$ cat config.mk
export PLATFORM = sky130hd
export DESIGN_NAME = fifo_with_min_max_extract
export DESIGN_NICKNAME = d
export VERILOG_FILES = /design/src/fmmx_pkg.sv /design/src/fmmx_ram.sv /design/src/fmmx_ctrl.sv /design/src/fmmx_dp.sv /design/src/fifo_with_min_max_extract.sv
export SDC_FILE = /design/constraint.sdc
export NUM_CORES = 1
export LEC_CHECK = 0
export ABC_AREA = 0
export BUFFER_PORTS_ARGS = -buffer_cell sky130_fd_sc_hd__buf_2
export CORE_MARGIN = 5
export CORE_UTILIZATION = 66
export DETAILED_ROUTE_END_ITERATION = 7
export PLACE_DENSITY = 0.84
export SLEW_MARGIN = 30
export SYNTH_ARGS = -nofsm -noshare
export SYNTH_HDL_FRONTEND = slang
export SYNTH_SLANG_ARGS = --single-unit
$ cat constraint.sdc
create_clock -name clk_i -period 7 [get_ports clk_i]
set_input_delay 0.7 -clock clk_i [delete_from_list [all_inputs] [get_ports clk_i]]
set_output_delay 0.7 -clock clk_i [all_outputs]
set_load 0.01 [all_outputs]
$ cat src/fmmx_pkg.sv
`timescale 1ns / 1ps
// Shared package for the min/max extract queue: command and status codes,
// value limits and the controller/datapath interface structs. No dependencies.
package fmmx_pkg;

  localparam int unsigned DEPTH_DEF = 16;

  localparam int unsigned CMD_W    = 3;
  localparam int unsigned VAL_W    = 32;
  localparam int unsigned STATUS_W = 2;
  localparam int unsigned COUNT_W  = 5;

  localparam logic [CMD_W-1:0] CMD_APPEND     = 3'd0;
  localparam logic [CMD_W-1:0] CMD_POP_OLDEST = 3'd1;
  localparam logic [CMD_W-1:0] CMD_POP_MIN    = 3'd2;
  localparam logic [CMD_W-1:0] CMD_POP_MAX    = 3'd3;
  localparam logic [CMD_W-1:0] CMD_QUERY      = 3'd4;

  localparam logic [STATUS_W-1:0] ST_OK    = 2'd0;
  localparam logic [STATUS_W-1:0] ST_EMPTY = 2'd1;
  localparam logic [STATUS_W-1:0] ST_FULL  = 2'd2;

  localparam logic [VAL_W-1:0] INT_MIN = 32'h8000_0000;
  localparam logic [VAL_W-1:0] INT_MAX = 32'h7FFF_FFFF;

  // Commands from the controller to the datapath.
  typedef struct packed {
    logic load;        // latch a new command
    logic scan;        // step the search over stored entries
    logic shift_init;  // point the compaction past the chosen entry
    logic shift;       // step the compaction
    logic fin;         // commit count and load the result register
  } dp_cmd_t;

  // Status from the datapath to the controller.
  typedef struct packed {
    logic start_scan;  // incoming command removes from a non-empty queue
    logic scan_done;
    logic shift_done;
  } dp_sts_t;

endpackage

$ cat src/fmmx_ram.sv
`timescale 1ns / 1ps
// Generic simple dual-port RAM: one write port, one read port, registered read.
// No dependencies.
module fmmx_ram #(
  parameter int unsigned WIDTH = 32,
  parameter int unsigned DEPTH = 16,
  localparam int unsigned AW = $clog2(DEPTH)
) (
  input  logic             clk_i,
  input  logic             we_i,
  input  logic [AW-1:0]    waddr_i,
  input  logic [WIDTH-1:0] wdata_i,
  input  logic [AW-1:0]    raddr_i,
  output logic [WIDTH-1:0] rdata_o
);

  logic [WIDTH-1:0] mem [DEPTH];
  logic [WIDTH-1:0] rdata_q;

  always_ff @(posedge clk_i) begin
    if (we_i) begin
      mem[waddr_i] <= wdata_i;
    end
    rdata_q <= mem[raddr_i];
  end

  assign rdata_o = rdata_q;

endmodule

$ cat src/fmmx_ctrl.sv
`timescale 1ns / 1ps
// Controller for the min/max extract queue: sequences scan, compaction and
// result hand-off. Depends on fmmx_pkg.
module fmmx_ctrl import fmmx_pkg::*; (
  input  logic    clk_i,
  input  logic    rst_ni,
  input  logic    in_valid_i,
  output logic    in_ready_o,
  output logic    out_valid_o,
  input  logic    out_ready_i,
  input  dp_sts_t sts_i,
  output dp_cmd_t ctl_o
);

  localparam logic [1:0] S_IDLE  = 2'd0;
  localparam logic [1:0] S_SCAN  = 2'd1;
  localparam logic [1:0] S_SHIFT = 2'd2;
  localparam logic [1:0] S_FIN   = 2'd3;

  logic [1:0] state_q, state_d;
  logic       out_valid_q, out_valid_d;
  logic       fin_ok;

  assign in_ready_o  = (state_q == S_IDLE);
  assign out_valid_o = out_valid_q;
  // The result register is free once its transfer completes.
  assign fin_ok      = !out_valid_q || out_ready_i;

  always_comb begin
    state_d          = state_q;
    out_valid_d      = out_valid_q && !out_ready_i;
    ctl_o            = '0;
    ctl_o.load       = in_valid_i && in_ready_o;
    ctl_o.scan       = (state_q == S_SCAN);
    ctl_o.shift      = (state_q == S_SHIFT);
    ctl_o.shift_init = (state_q == S_SCAN) && sts_i.scan_done;
    ctl_o.fin        = (state_q == S_FIN) && fin_ok;
    case (state_q)
      S_IDLE: begin
        if (ctl_o.load) begin
          state_d = sts_i.start_scan ? S_SCAN : S_FIN;
        end
      end
      S_SCAN: begin
        if (sts_i.scan_done) begin
          state_d = S_SHIFT;
        end
      end
      S_SHIFT: begin
        if (sts_i.shift_done) begin
          state_d = S_FIN;
        end
      end
      S_FIN: begin
        if (fin_ok) begin
          out_valid_d = 1'b1;
          state_d     = S_IDLE;
        end
      end
      default: begin
        state_d = S_IDLE;
      end
    endcase
  end

  always_ff @(posedge clk_i or negedge rst_ni) begin
    if (!rst_ni) begin
      state_q     <= S_IDLE;
      out_valid_q <= 1'b0;
    end else begin
      state_q     <= state_d;
      out_valid_q <= out_valid_d;
    end
  end

endmodule

$ cat src/fmmx_dp.sv
`timescale 1ns / 1ps
// Datapath for the min/max extract queue: entry RAM, count, search and
// compaction pointers, result register. Depends on fmmx_pkg and fmmx_ram.
module fmmx_dp import fmmx_pkg::*; #(
  parameter int unsigned DEPTH = DEPTH_DEF,
  localparam int unsigned AW = $clog2(DEPTH),
  localparam int unsigned CW = $clog2(DEPTH + 1)
) (
  input  logic                       clk_i,
  input  logic                       rst_ni,
  input  logic        [CMD_W-1:0]    cmd_i,
  input  logic signed [VAL_W-1:0]    value_i,
  input  dp_cmd_t                    ctl_i,
  output dp_sts_t                    sts_o,
  output logic signed [VAL_W-1:0]    value_res_o,
  output logic        [STATUS_W-1:0] status_o,
  output logic        [COUNT_W-1:0]  count_o
);

  logic [CMD_W-1:0]    cmd_q;
  logic [VAL_W-1:0]    val_q;
  logic [CW-1:0]       cnt_q, cnt_d;
  logic [CW-1:0]       rd_idx_q, rd_idx_d;
  logic [CW-1:0]       lim_q;
  logic [VAL_W-1:0]    best_val_q, best_val_d;
  logic [AW-1:0]       best_idx_q, best_idx_d;
  logic                rdat_vld_q, rdat_vld_d;
  logic [AW-1:0]       rdat_idx_q, rdat_idx_d;
  logic [VAL_W-1:0]    res_q, res_n;
  logic [STATUS_W-1:0] st_q, st_n;
  logic [COUNT_W-1:0]  cnt_out_q;
  logic [31:0]         cnt_wide;

  logic                ram_we;
  logic [AW-1:0]       ram_waddr;
  logic [VAL_W-1:0]    ram_wdata;
  logic [VAL_W-1:0]    ram_rdata;
  logic                app_we;
  logic                in_pop;
  logic                better;
  logic [CW-1:0]       fin_cnt;

  fmmx_ram #(
    .WIDTH (VAL_W),
    .DEPTH (DEPTH)
  ) u_ram (
    .clk_i   (clk_i),
    .we_i    (ram_we),
    .waddr_i (ram_waddr),
    .wdata_i (ram_wdata),
    .raddr_i (rd_idx_q[AW-1:0]),
    .rdata_o (ram_rdata)
  );

  assign in_pop = (cmd_i inside {CMD_POP_OLDEST, CMD_POP_MIN, CMD_POP_MAX});

  assign sts_o.start_scan = in_pop && (cnt_q != '0);
  assign sts_o.scan_done  = (rd_idx_q >= lim_q) && !rdat_vld_q;
  assign sts_o.shift_done = (rd_idx_q >= cnt_q) && !rdat_vld_q;

  // Strict compare keeps the earliest of tied entries.
  assign better = (cmd_q == CMD_POP_MAX) ? ($signed(ram_rdata) > $signed(best_val_q))
                                         : ($signed(ram_rdata) < $signed(best_val_q));

  // Search and compaction pointers.
  always_comb begin
    rd_idx_d   = rd_idx_q;
    rdat_vld_d = 1'b0;
    rdat_idx_d = rdat_idx_q;
    best_val_d = best_val_q;
    best_idx_d = best_idx_q;
    if (ctl_i.load) begin
      rd_idx_d = '0;
    end
    if (ctl_i.scan) begin
      if (rd_idx_q < lim_q) begin
        rd_idx_d   = rd_idx_q + CW'(1);
        rdat_vld_d = 1'b1;
        rdat_idx_d = rd_idx_q[AW-1:0];
      end
      if (rdat_vld_q && ((rdat_idx_q == '0) || better)) begin
        best_val_d = ram_rdata;
        best_idx_d = rdat_idx_q;
      end
    end
    if (ctl_i.shift_init) begin
      rd_idx_d   = CW'(best_idx_q) + CW'(1);
      rdat_vld_d = 1'b0;
    end
    if (ctl_i.shift) begin
      if (rd_idx_q < cnt_q) begin
        rd_idx_d   = rd_idx_q + CW'(1);
        rdat_vld_d = 1'b1;
        rdat_idx_d = rd_idx_q[AW-1:0];
      end
    end
  end

  // Result and new count for the command in flight.
  always_comb begin
    res_n   = '0;
    st_n    = ST_OK;
    fin_cnt = cnt_q;
    app_we  = 1'b0;
    case (cmd_q)
      CMD_APPEND: begin
        if (cnt_q == CW'(DEPTH)) begin
          st_n = ST_FULL;
        end else begin
          app_we  = 1'b1;
          fin_cnt = cnt_q + CW'(1);
        end
      end
      CMD_POP_OLDEST, CMD_POP_MIN, CMD_POP_MAX: begin
        if (cnt_q == '0) begin
          st_n = ST_EMPTY;
          if (cmd_q == CMD_POP_MIN) begin
            res_n = INT_MIN;
          end else if (cmd_q == CMD_POP_MAX) begin
            res_n = INT_MAX;
          end
        end else begin
          res_n   = best_val_q;
          fin_cnt = cnt_q - CW'(1);
        end
      end
      default: begin
        res_n = '0;
      end
    endcase
  end

  assign cnt_d    = ctl_i.fin ? fin_cnt : cnt_q;
  assign cnt_wide = 32'(fin_cnt);

  // Compaction moves each later entry down by one; append writes at the tail.
  always_comb begin
    if (ctl_i.shift) begin
      ram_we    = rdat_vld_q;
      ram_waddr = rdat_idx_q - AW'(1);
      ram_wdata = ram_rdata;
    end else begin
      ram_we    = ctl_i.fin && app_we;
      ram_waddr = cnt_q[AW-1:0];
      ram_wdata = val_q;
    end
  end

  always_ff @(posedge clk_i or negedge rst_ni) begin
    if (!rst_ni) begin
      cnt_q      <= '0;
      rdat_vld_q <= 1'b0;
    end else begin
      cnt_q      <= cnt_d;
      rdat_vld_q <= rdat_vld_d;
    end
  end

  always_ff @(posedge clk_i) begin
    rd_idx_q   <= rd_idx_d;
    rdat_idx_q <= rdat_idx_d;
    best_val_q <= best_val_d;
    best_idx_q <= best_idx_d;
    if (ctl_i.load) begin
      cmd_q <= cmd_i;
      val_q <= value_i;
      lim_q <= (cmd_i == CMD_POP_OLDEST) ? CW'(1) : cnt_q;
    end
    if (ctl_i.fin) begin
      res_q     <= res_n;
      st_q      <= st_n;
      cnt_out_q <= cnt_wide[COUNT_W-1:0];
    end
  end

  assign value_res_o = res_q;
  assign status_o    = st_q;
  assign count_o     = cnt_out_q;

endmodule

$ cat src/fifo_with_min_max_extract.sv
`timescale 1ns / 1ps
// Top level of the min/max extract queue: controller plus datapath.
// Depends on fmmx_pkg, fmmx_ctrl, fmmx_dp (and fmmx_ram below it).
//
// Usage:
//   An ordered queue of up to DEPTH signed 32-bit entries. The input channel
//   (in_valid_i/in_ready_o) carries cmd_i and value_i: append, remove oldest,
//   remove minimum, remove maximum or query count. Each command yields one
//   result transfer on the output channel (out_valid_o/out_ready_i) with the
//   removed value, a status code and the entry count after the command.
//   Ties on a min or max removal take the earliest entry; remaining entries
//   keep their order.
// Flow:
//   Commands are processed one at a time; the input is not taken again until
//   the command's result is loaded. Append, query and removals from an empty
//   queue go straight to loading the result. A removal from a non-empty queue
//   scans the entries through the single RAM read port (only the head for
//   remove oldest), then compacts the entries behind the removed one, one per
//   cycle, before the result is loaded. The next command is taken as soon as
//   the result is loaded, even while that result still waits for its
//   transfer.
// Reset:
//   rst_ni clears the count (queue empty) and all handshake state.
// Stall:
//   A held result stays on the output; a finished command waits for the
//   output register to drain before it commits.
module fifo_with_min_max_extract import fmmx_pkg::*; #(
  parameter int unsigned DEPTH = DEPTH_DEF
) (
  input  logic                       clk_i,
  input  logic                       rst_ni,
  input  logic                       in_valid_i,
  output logic                       in_ready_o,
  input  logic        [CMD_W-1:0]    cmd_i,
  input  logic signed [VAL_W-1:0]    value_i,
  output logic                       out_valid_o,
  input  logic                       out_ready_i,
  output logic signed [VAL_W-1:0]    value_res_o,
  output logic        [STATUS_W-1:0] status_o,
  output logic        [COUNT_W-1:0]  count_o
);

  dp_cmd_t ctl;
  dp_sts_t sts;

  // Sequence: accept, optional scan and compaction, then commit the result.
  fmmx_ctrl u_ctrl (
    .clk_i       (clk_i),
    .rst_ni      (rst_ni),
    .in_valid_i  (in_valid_i),
    .in_ready_o  (in_ready_o),
    .out_valid_o (out_valid_o),
    .out_ready_i (out_ready_i),
    .sts_i       (sts),
    .ctl_o       (ctl)
  );

  // Hold the entries, find the extreme entry and build the result.
  fmmx_dp #(
    .DEPTH (DEPTH)
  ) u_dp (
    .clk_i       (clk_i),
    .rst_ni      (rst_ni),
    .cmd_i       (cmd_i),
    .value_i     (value_i),
    .ctl_i       (ctl),
    .sts_o       (sts),
    .value_res_o (value_res_o),
    .status_o    (status_o),
    .count_o     (count_o)
  );

endmodule

==> results of run 1 <==
## flip-flops by register name, summed over array words and instances, names as in the netlist
| name | flops |
|---|---|
| u_ctrl.out_valid_o | 1 |
| u_ctrl.state_q | 2 |
| u_dp.best_idx_q | 4 |
| u_dp.best_val_q | 32 |
| u_dp.cmd_q | 3 |
| u_dp.cnt_q | 5 |
| u_dp.count_o | 5 |
| u_dp.lim_q | 5 |
| u_dp.rd_idx_q | 5 |
| u_dp.rdat_idx_q | 4 |
| u_dp.rdat_vld_q | 1 |
| u_dp.status_o | 2 |
| u_dp.u_ram.mem | 512 |
| u_dp.u_ram.rdata_o | 32 |
| u_dp.val_q | 32 |
| u_dp.value_res_o | 32 |
## placed cells by master (no fill, tap or decap), drive strengths merged, types with 4 or more instances in the layout
cell type  count
a21o           5
mux2          38
nand3         17
nor2          43
o22ai         36
a21oi         20
ha            52
or2            4
inv           58
nor3           4
nand4          9
nand2         33
mux4         160
clkbuf        84
edfxtp       627
buf          108
bufinv         6
clkinv        29
dfrtp          9
xnor2          6
o21ai         17
dfxtp         41
nand2b         4
## logic make-up (layout without fill, tap and decap cells)
kind of cell    count (synthesis)  after routing  share of synthesized area
compound gates                105            105                     0.0257
xor+xnor                        9              9                    0.00298
fa+ha+maj                      52             52                     0.0246
buf+inv                       111            287                     0.0190
flops                         677            677                      0.750
mux                           201            201                      0.153
other cells                     0              1                          0
simple gates                  132            132                     0.0240
## area by class of cell
type / count / area (µm²) / share of cell area
Timing Repair Buffer: 109 / 1040 / 0.0343
Clock buffer: 84 / 1870 / 0.0619
Multi-Input combinational cell: 499 / 6240 / 0.206
Tap cell: 525 / 657 / 0.0217
Antenna cell: 1 / 2.50 / 0.0000826
Sequential cell: 677 / 19900 / 0.657
Inverter: 55 / 211 / 0.00698
Clock inverter: 39 / 369 / 0.0122
## what timing repair did
| item | CTS | global route |
|---|---|---|
| endpoints found under the setup margin | 0 | 0 |
| hold endpoints to repair | 9 | 0 |
| hold buffers | 1 | 0 |
## worst reg2reg max path: stages, from the launching register on
cell and delay (ns):
dfrtp_1 0.54, inv_1 0.17, ha_1 0.25, nor3b_2 0.18
nand2_1 0.10, nand2_1 0.11, nor3_1 0.32, a32o_1 0.24
nand2_1 0.27, nor2_4 0.72, buf_16 0.25
## how the worst max path moves through the flow
stage | start | endpoint | slack [ns] | cells after the start
4_1_cts | u_dp.cnt_q[0]$_DFFE_PN0P_ | u_dp.u_ram.mem[2][18]$_DFFE_PP_ | 3.53 | 10
6_report | u_dp.cnt_q[0]$_DFFE_PN0P_ | u_dp.u_ram.mem[2][18]$_DFFE_PP_ | 3.54 | 10
3_3_place_gp | u_dp.u_ram.rdata_o[10]$_DFF_P_ | u_dp.best_val_q[10]$_DFFE_PP_ | 3.59 | 6
5_1_grt | u_dp.cnt_q[0]$_DFFE_PN0P_ | u_dp.u_ram.mem[2][21]$_DFFE_PP_ | 3.37 | 10
3_5_place_dp | u_dp.cnt_q[0]$_DFFE_PN0P_ | u_dp.u_ram.mem[0][17]$_DFFE_PP_ | 3.68 | 10
2_1_floorplan | u_dp.cnt_q[0]$_DFFE_PN0P_ | u_dp.u_ram.mem[3][0]$_DFFE_PP_ | 3.44 | 10
## metal layers
layer / track usage / share of wire / wire length, µm
met1: 0.380 / 0.35 / 22100
met2: 0.484 / 0.51 / 32300
met3: 0.0694 / 0.098 / 6170
met4: 0.109 / 0.040 / 2500
met5: 0 / 0.00021 / 13
## power by group
group          switching, mW  internal (mW)  leakage (nW)
clock                   1.54           2.13          1.12
combinational           2.17           1.50          2.85
sequential             0.438           5.49          6.12
total                   4.15           9.12          10.1
==> run metrics, run 1 <==
status finished, final reports clean; CTS Buf Count 67; top cells by area, synth edfxtp_1 71%, mux4_2 14%, dfxtp_1 3.1%; Final Skew 0.0175 ns; Post-Layout Inst Area around 30,000 µm²; synth unique cells 58; placed cells 1,864; worst flop-to-flop path startpoint u_dp.cnt_q[0]$_DFFE_PN0P_; first-pass GRT wire length between 90 and 100 mm; worst hold path type in2reg; die height between 200 and 250 µm; hpwl dp about 36 mm; startpoint types register; maximum VDD drop around 0.00024 V; crit path kind reg2reg; Crit path max-delay family simple AND/OR/NAND/NOR gates; drt pass-1 iters 5; GP Congestion just over 0.8; Req. time, crit path roughly 7.3 ns; Min-Delay Endpoint u_dp.val_q[14]$_DFFE_PP_; Yosys reg bits around 680; layout cell share with drive strength beyond 1 0.301; post-layout net count ~1.5k; WHS about 0.28 ns; Post-synth ARST share 0.0133; via count between 10k and 15k; Die ar. about 44,000 µm²; Reg2Reg Setup Slack between 3 and 4 ns; total power between 10 and 15 mW; Post-synth EDFFs 627; post_cts resized 0; Yosys top cell area share 0.711; leading cell types by count after synthesis 627 x edfxtp_1, 160 x mux4_2, 54 x inv_1; clock buffer depth 3; root buf cell clkbuf_16; Post-Synthesis Cell Area approximately 26,000 µm²; # rows between 70 and 80; top-count cell post-synth edfxtp_1; slowest CP cell nor2_4; Tmin final 3.46 ns; CP peak stage delay between 0.7 and 0.8 ns; syn nets 1,378; number of max-cap violations 0; Die Wd 210 µm; Initial DRC Count ~1.9k; pwr dens between 400 and 500 nW/µm²; TritonCTS clock tree done; register area share after synthesis 0.750; post-route ant nets 0; DP Area about 28,000 µm²; Top FF cell, synth edfxtp_1; Worst slew margin 0.373; Worst-path clk slew approximately 0.060 ns; clk_lat worst skew roughly 0.60 ns; # setup viols final 0; Routed WL per cell about 32 µm; # IOs 80; Leakage 10.1 nW; Final WS setup about 3.5 ns; Placement Setup Slack around 3.7 ns; core area between 30,000 and 40,000 µm²; fin crit share 0.495; clk sink count slightly below 700; Arrival @ worst endpoint 3.76 ns; fill count 1,942; I/O Buffers 79; postcts setup bufs 0; via/cell ratio around 6.9; worst path cell trace inv_1 -> ha_1 -> nor3b_2 -> nand2_1 -> nand2_1 -> nor3_1 -> a32o_1 -> nand2_1 -> nor2_4 -> buf_16; final hold viol count 0; area leader, netlist edfxtp_1; RSZ-0062 raised after global routing false; final setup TNS 0 ns; Syn. warnings 0; Slew Viols, Final 0; antenna violations before repair 3; gr usage total 0.290; largest net degree at the start of global routing 65; Area growth syn-to-layout 14.3%; Starting Density 0.667; fin cells 1,989; critical path's most frequent cell nand2_1; GR Overflow Total 0; hold path depth 1; fin util 0.762; worst-path maximum fanout 17; pin slew with the least headroom to its limit between 0.9 and 1 ns; H-tree depth 3; vias in the first global route around 14k; worst reg-to-reg path cell count 10; Critical Path Sink Type register; Post-route DRC 0; Synth Area per Inst a little over 20 µm²; WP buf/inv 2; min-delay src value_i[14]; reg-to-reg endpoint u_dp.u_ram.mem[2][18]$_DFFE_PP_; f_max a little under 0.3 GHz; Post-Synthesis Cells 1,287; Routed WL approximately 63 mm
No activity file was read; power rests on OpenSTA's default activity.
==> run 2: changes to the inputs <==
--- a/config.mk
+++ b/config.mk
@@ -8,9 +8,9 @@
 export ABC_AREA = 0
 export BUFFER_PORTS_ARGS = -buffer_cell sky130_fd_sc_hd__buf_2
 export CORE_MARGIN = 5
-export CORE_UTILIZATION = 66
+export CORE_UTILIZATION = 62
 export DETAILED_ROUTE_END_ITERATION = 7
-export PLACE_DENSITY = 0.84
+export PLACE_DENSITY = 0.79
 export SLEW_MARGIN = 30
 export SYNTH_ARGS = -nofsm -noshare
 export SYNTH_HDL_FRONTEND = slang
==> constraint.sdc (replaced) <==
create_clock -name clk_i -period 3.46 [get_ports clk_i]
set_input_delay 0.346 -clock clk_i [delete_from_list [all_inputs] [get_ports clk_i]]
set_output_delay 0.346 -clock clk_i [all_outputs]
set_load 0.01 [all_outputs]
==> run 2 against run 1 <==
Critical path depth unchanged. Setup slack got worse by 3.2 ns. Global-route usage decreased by 1.6 points. Register-to-register slack got worse by 3.2 ns. Power increased by 100%. Cell area increased by 0.76%. Count of clock-buffer cells in the layout increased by 1. Combinational power increased by 120%. Critical path type unchanged. Sequential cell count unchanged. Sequential share of layout area decreased by 0.50 points. Worst hold slack got worse by 0.19 ns. Non-clock buffer count increased by 54.
==> run metrics, run 2 (synthesized netlist as in run 1, its figures left out) <==
status finished, final reports clean; GR Overflow Total 0 (unchanged); worst-path maximum fanout 8 (-9); CP peak stage delay 0.48 ns (-0.24 ns); Tmin final 3.13 ns (-0.332 ns); die height 217 µm (+3.0%); core area 42,100 µm² (+6.0%); # setup viols final 0 (unchanged); root buf cell clkbuf_16; hold bufs inserted after CTS 36 (+35); critical path's most frequent cell nand2_1; clk sink count 677 (unchanged); power share of the sequential group 0.432 (-0.015); Req. time, crit path 3.74 ns (-3.56 ns); Crit path max-delay family simple AND/OR/NAND/NOR gates; min-delay src out_ready_i; Worst slew margin 0.439 (+0.0669); vias in the first global route 14.0k (-1.0%); via/cell ratio 6.67 (-3.1%); Leakage 10.2 nW (+1.3%); via count 13.7k (+0.20%); final setup TNS 0 ns (unchanged); pwr dens 891 nW/µm² (+100%); post-layout net count 1,555 (+3.7%); GP Congestion 0.889 (+7.4%); reg-to-reg endpoint u_dp.u_ram.mem[4][25]$_DFFE_PP_; Starting Density 0.629 (-0.0380); total power 27.2 mW (+100%); largest net degree at the start of global routing 133 (+100%); # rows 75 (+2.7%); worst path cell trace inv_1 -> ha_1 -> nor3b_2 -> nand2_1 -> nand2_1 -> nor3_1 -> a32o_1 -> nand2_1 -> nor2_4 -> buf_4; pin slew with the least headroom to its limit 0.841 ns (-0.100 ns); maximum VDD drop 0.000565 V (+130%); Die ar. 47,000 µm² (+6.1%); antenna violations before repair 2 (-1); max reg flops 512 (unchanged); final hold viol count 0 (unchanged); I/O Buffers 79 (unchanged); most frequent cells in the layout 627 x edfxtp_1, 160 x mux4_2, 79 x buf_2; fin crit share 0.905 (+0.410); Post-route DRC 0 (unchanged); clk_lat worst skew 0.58 ns (-0.02 ns); Min-Delay Endpoint u_ctrl.out_valid_o$_DFF_PN0_; sw frac 0.314 (+0.00150); H-tree depth 3 (unchanged); drt pass-1 iters 8 (+3); gr usage total 0.274 (-0.0157); Worst-path clk slew 0.06 ns (about the same); Logic pwr share 0.297 (+0.020); CTS Buf Count 68 (+1.5%); # IOs 80 (unchanged); hold path depth 3 (+2); number of max-cap violations 0 (unchanged); Clock power frac 0.271 (-0.006); worst reg-to-reg path cell count 10 (unchanged); TritonCTS clock tree done; WHS 0.0912 ns (-0.185 ns); Initial DRC Count 1,937 (+1.8%); Arrival @ worst endpoint 3.41 ns (-0.35 ns); Stages on worst setup path 10 (unchanged); Routed WL 63.0 mm (about the same); first-pass GRT wire length 93.6 mm (+0.64%); Area growth syn-to-layout 15.2%; worst hold path type in2reg; Routed WL per cell 30.7 µm (-3.2%); Largest Register u_dp.u_ram.mem; commonest non-fill, non-tap cell in the layout edfxtp_1; hpwl dp 37.1 mm (+2.9%); clock buffer depth 3 (unchanged); Slew Viols, Final 0 (unchanged); Die Wd 217 µm (+3.0%); crit path kind reg2reg; Reg2Reg Setup Slack 0.33 ns (-3.21 ns); f_max 0.319 GHz (+11%); Switch Pwr 8.54 mW (+110%); post-route ant nets 0 (unchanged); RSZ-0062 raised after global routing false; post_cts resized 0 (unchanged); postcts setup bufs 0 (unchanged); layout cell share with drive strength beyond 1 0.294 (-0.00656); Final Skew 0.0181 ns (+0.000665 ns); WP buf/inv 2 (unchanged); startpoint types register; Int Power 18.6 mW (+100%); slowest CP cell dfrtp_1; Critical Path Sink Type register; worst flop-to-flop path startpoint u_dp.cnt_q[1]$_DFFE_PN0P_
[run 2: cell count changes in the layout (fill, tap and decap cells not counted), moves of 7 or more]
cell	previous run	this run
dlygate4sd3_1	1	36
clkinv_2	18	9
clkinv_1	10	17
buf_16	20	0
buf_4	7	35
buf_12	1	13
[run 2: cell type report]
class                      instances  area [µm²]
antenna                            1        2.50
clock buffer                      85        1860
clock inverter                    37         374
fill                            2281       11600
inverter                          55         206
multi-input combinational        499        6230
sequential                       677       19900
tap                              539         674
timing repair buffer             163        1280
[run 2: worst max path at each step]
stage                                 start                               to  slack [ns]
2_1_floorplan     u_dp.cnt_q[0]$_DFFE_PN0P_   u_dp.u_ram.mem[3][0]$_DFFE_PP_       -0.10
3_3_place_gp   u_dp.best_val_q[5]$_DFFE_PP_     u_dp.best_val_q[7]$_DFFE_PP_        0.51
3_5_place_dp      u_dp.cnt_q[1]$_DFFE_PN0P_  u_dp.u_ram.mem[6][24]$_DFFE_PP_        0.50
4_1_cts           u_dp.cnt_q[1]$_DFFE_PN0P_  u_dp.u_ram.mem[4][26]$_DFFE_PP_        0.42
5_1_grt           u_dp.cnt_q[1]$_DFFE_PN0P_  u_dp.u_ram.mem[4][26]$_DFFE_PP_        0.21
6_report          u_dp.cnt_q[1]$_DFFE_PN0P_  u_dp.u_ram.mem[4][25]$_DFFE_PP_        0.33
[run 2: per-stage QoR]
stage | std cells | utilization | cell area, µm² | setup WS, ns
after global routing | 2055 | 0.724 | 30500 | 0.207
final | 2056 | 0.724 | 30500 | 0.329
after global placement | 1897 | 0.663 | 27900 | 0.507
after CTS | 2055 | 0.724 | 30500 | 0.419
after detailed placement | 1897 | 0.663 | 27900 | 0.501
after floorplan | 1287 | - | 26500 | -0.104
[run 2: power groups by stage]
stage               clock network, mW  registers [mW]  logic [mW]
floorplan                           0            11.6        5.13
global placement                    0            11.8        7.52
detailed placement                  0            11.9        7.76
CTS                              7.45            11.7        7.99
global route                     7.85            11.8        8.61
finish                           7.37            11.8        8.07
[run 2: worst min-delay path: stages]
cell and delay (ns):
buf_2 0.07, nand2b_1 0.13, nand2b_1 0.07
[run 2: layer usage]
| metal | up-vias | wire [µm] | GRT usage |
|---|---|---|---|
| met1 | 7067 | 24500 | 0.404 |
| met5 | - | 13 | 0 |
| li1 | 5639 | - | - |
| met2 | 903 | 28900 | 0.404 |
| met3 | 94 | 8340 | 0.0973 |
| met4 | 2 | 1270 | 0.0685 |
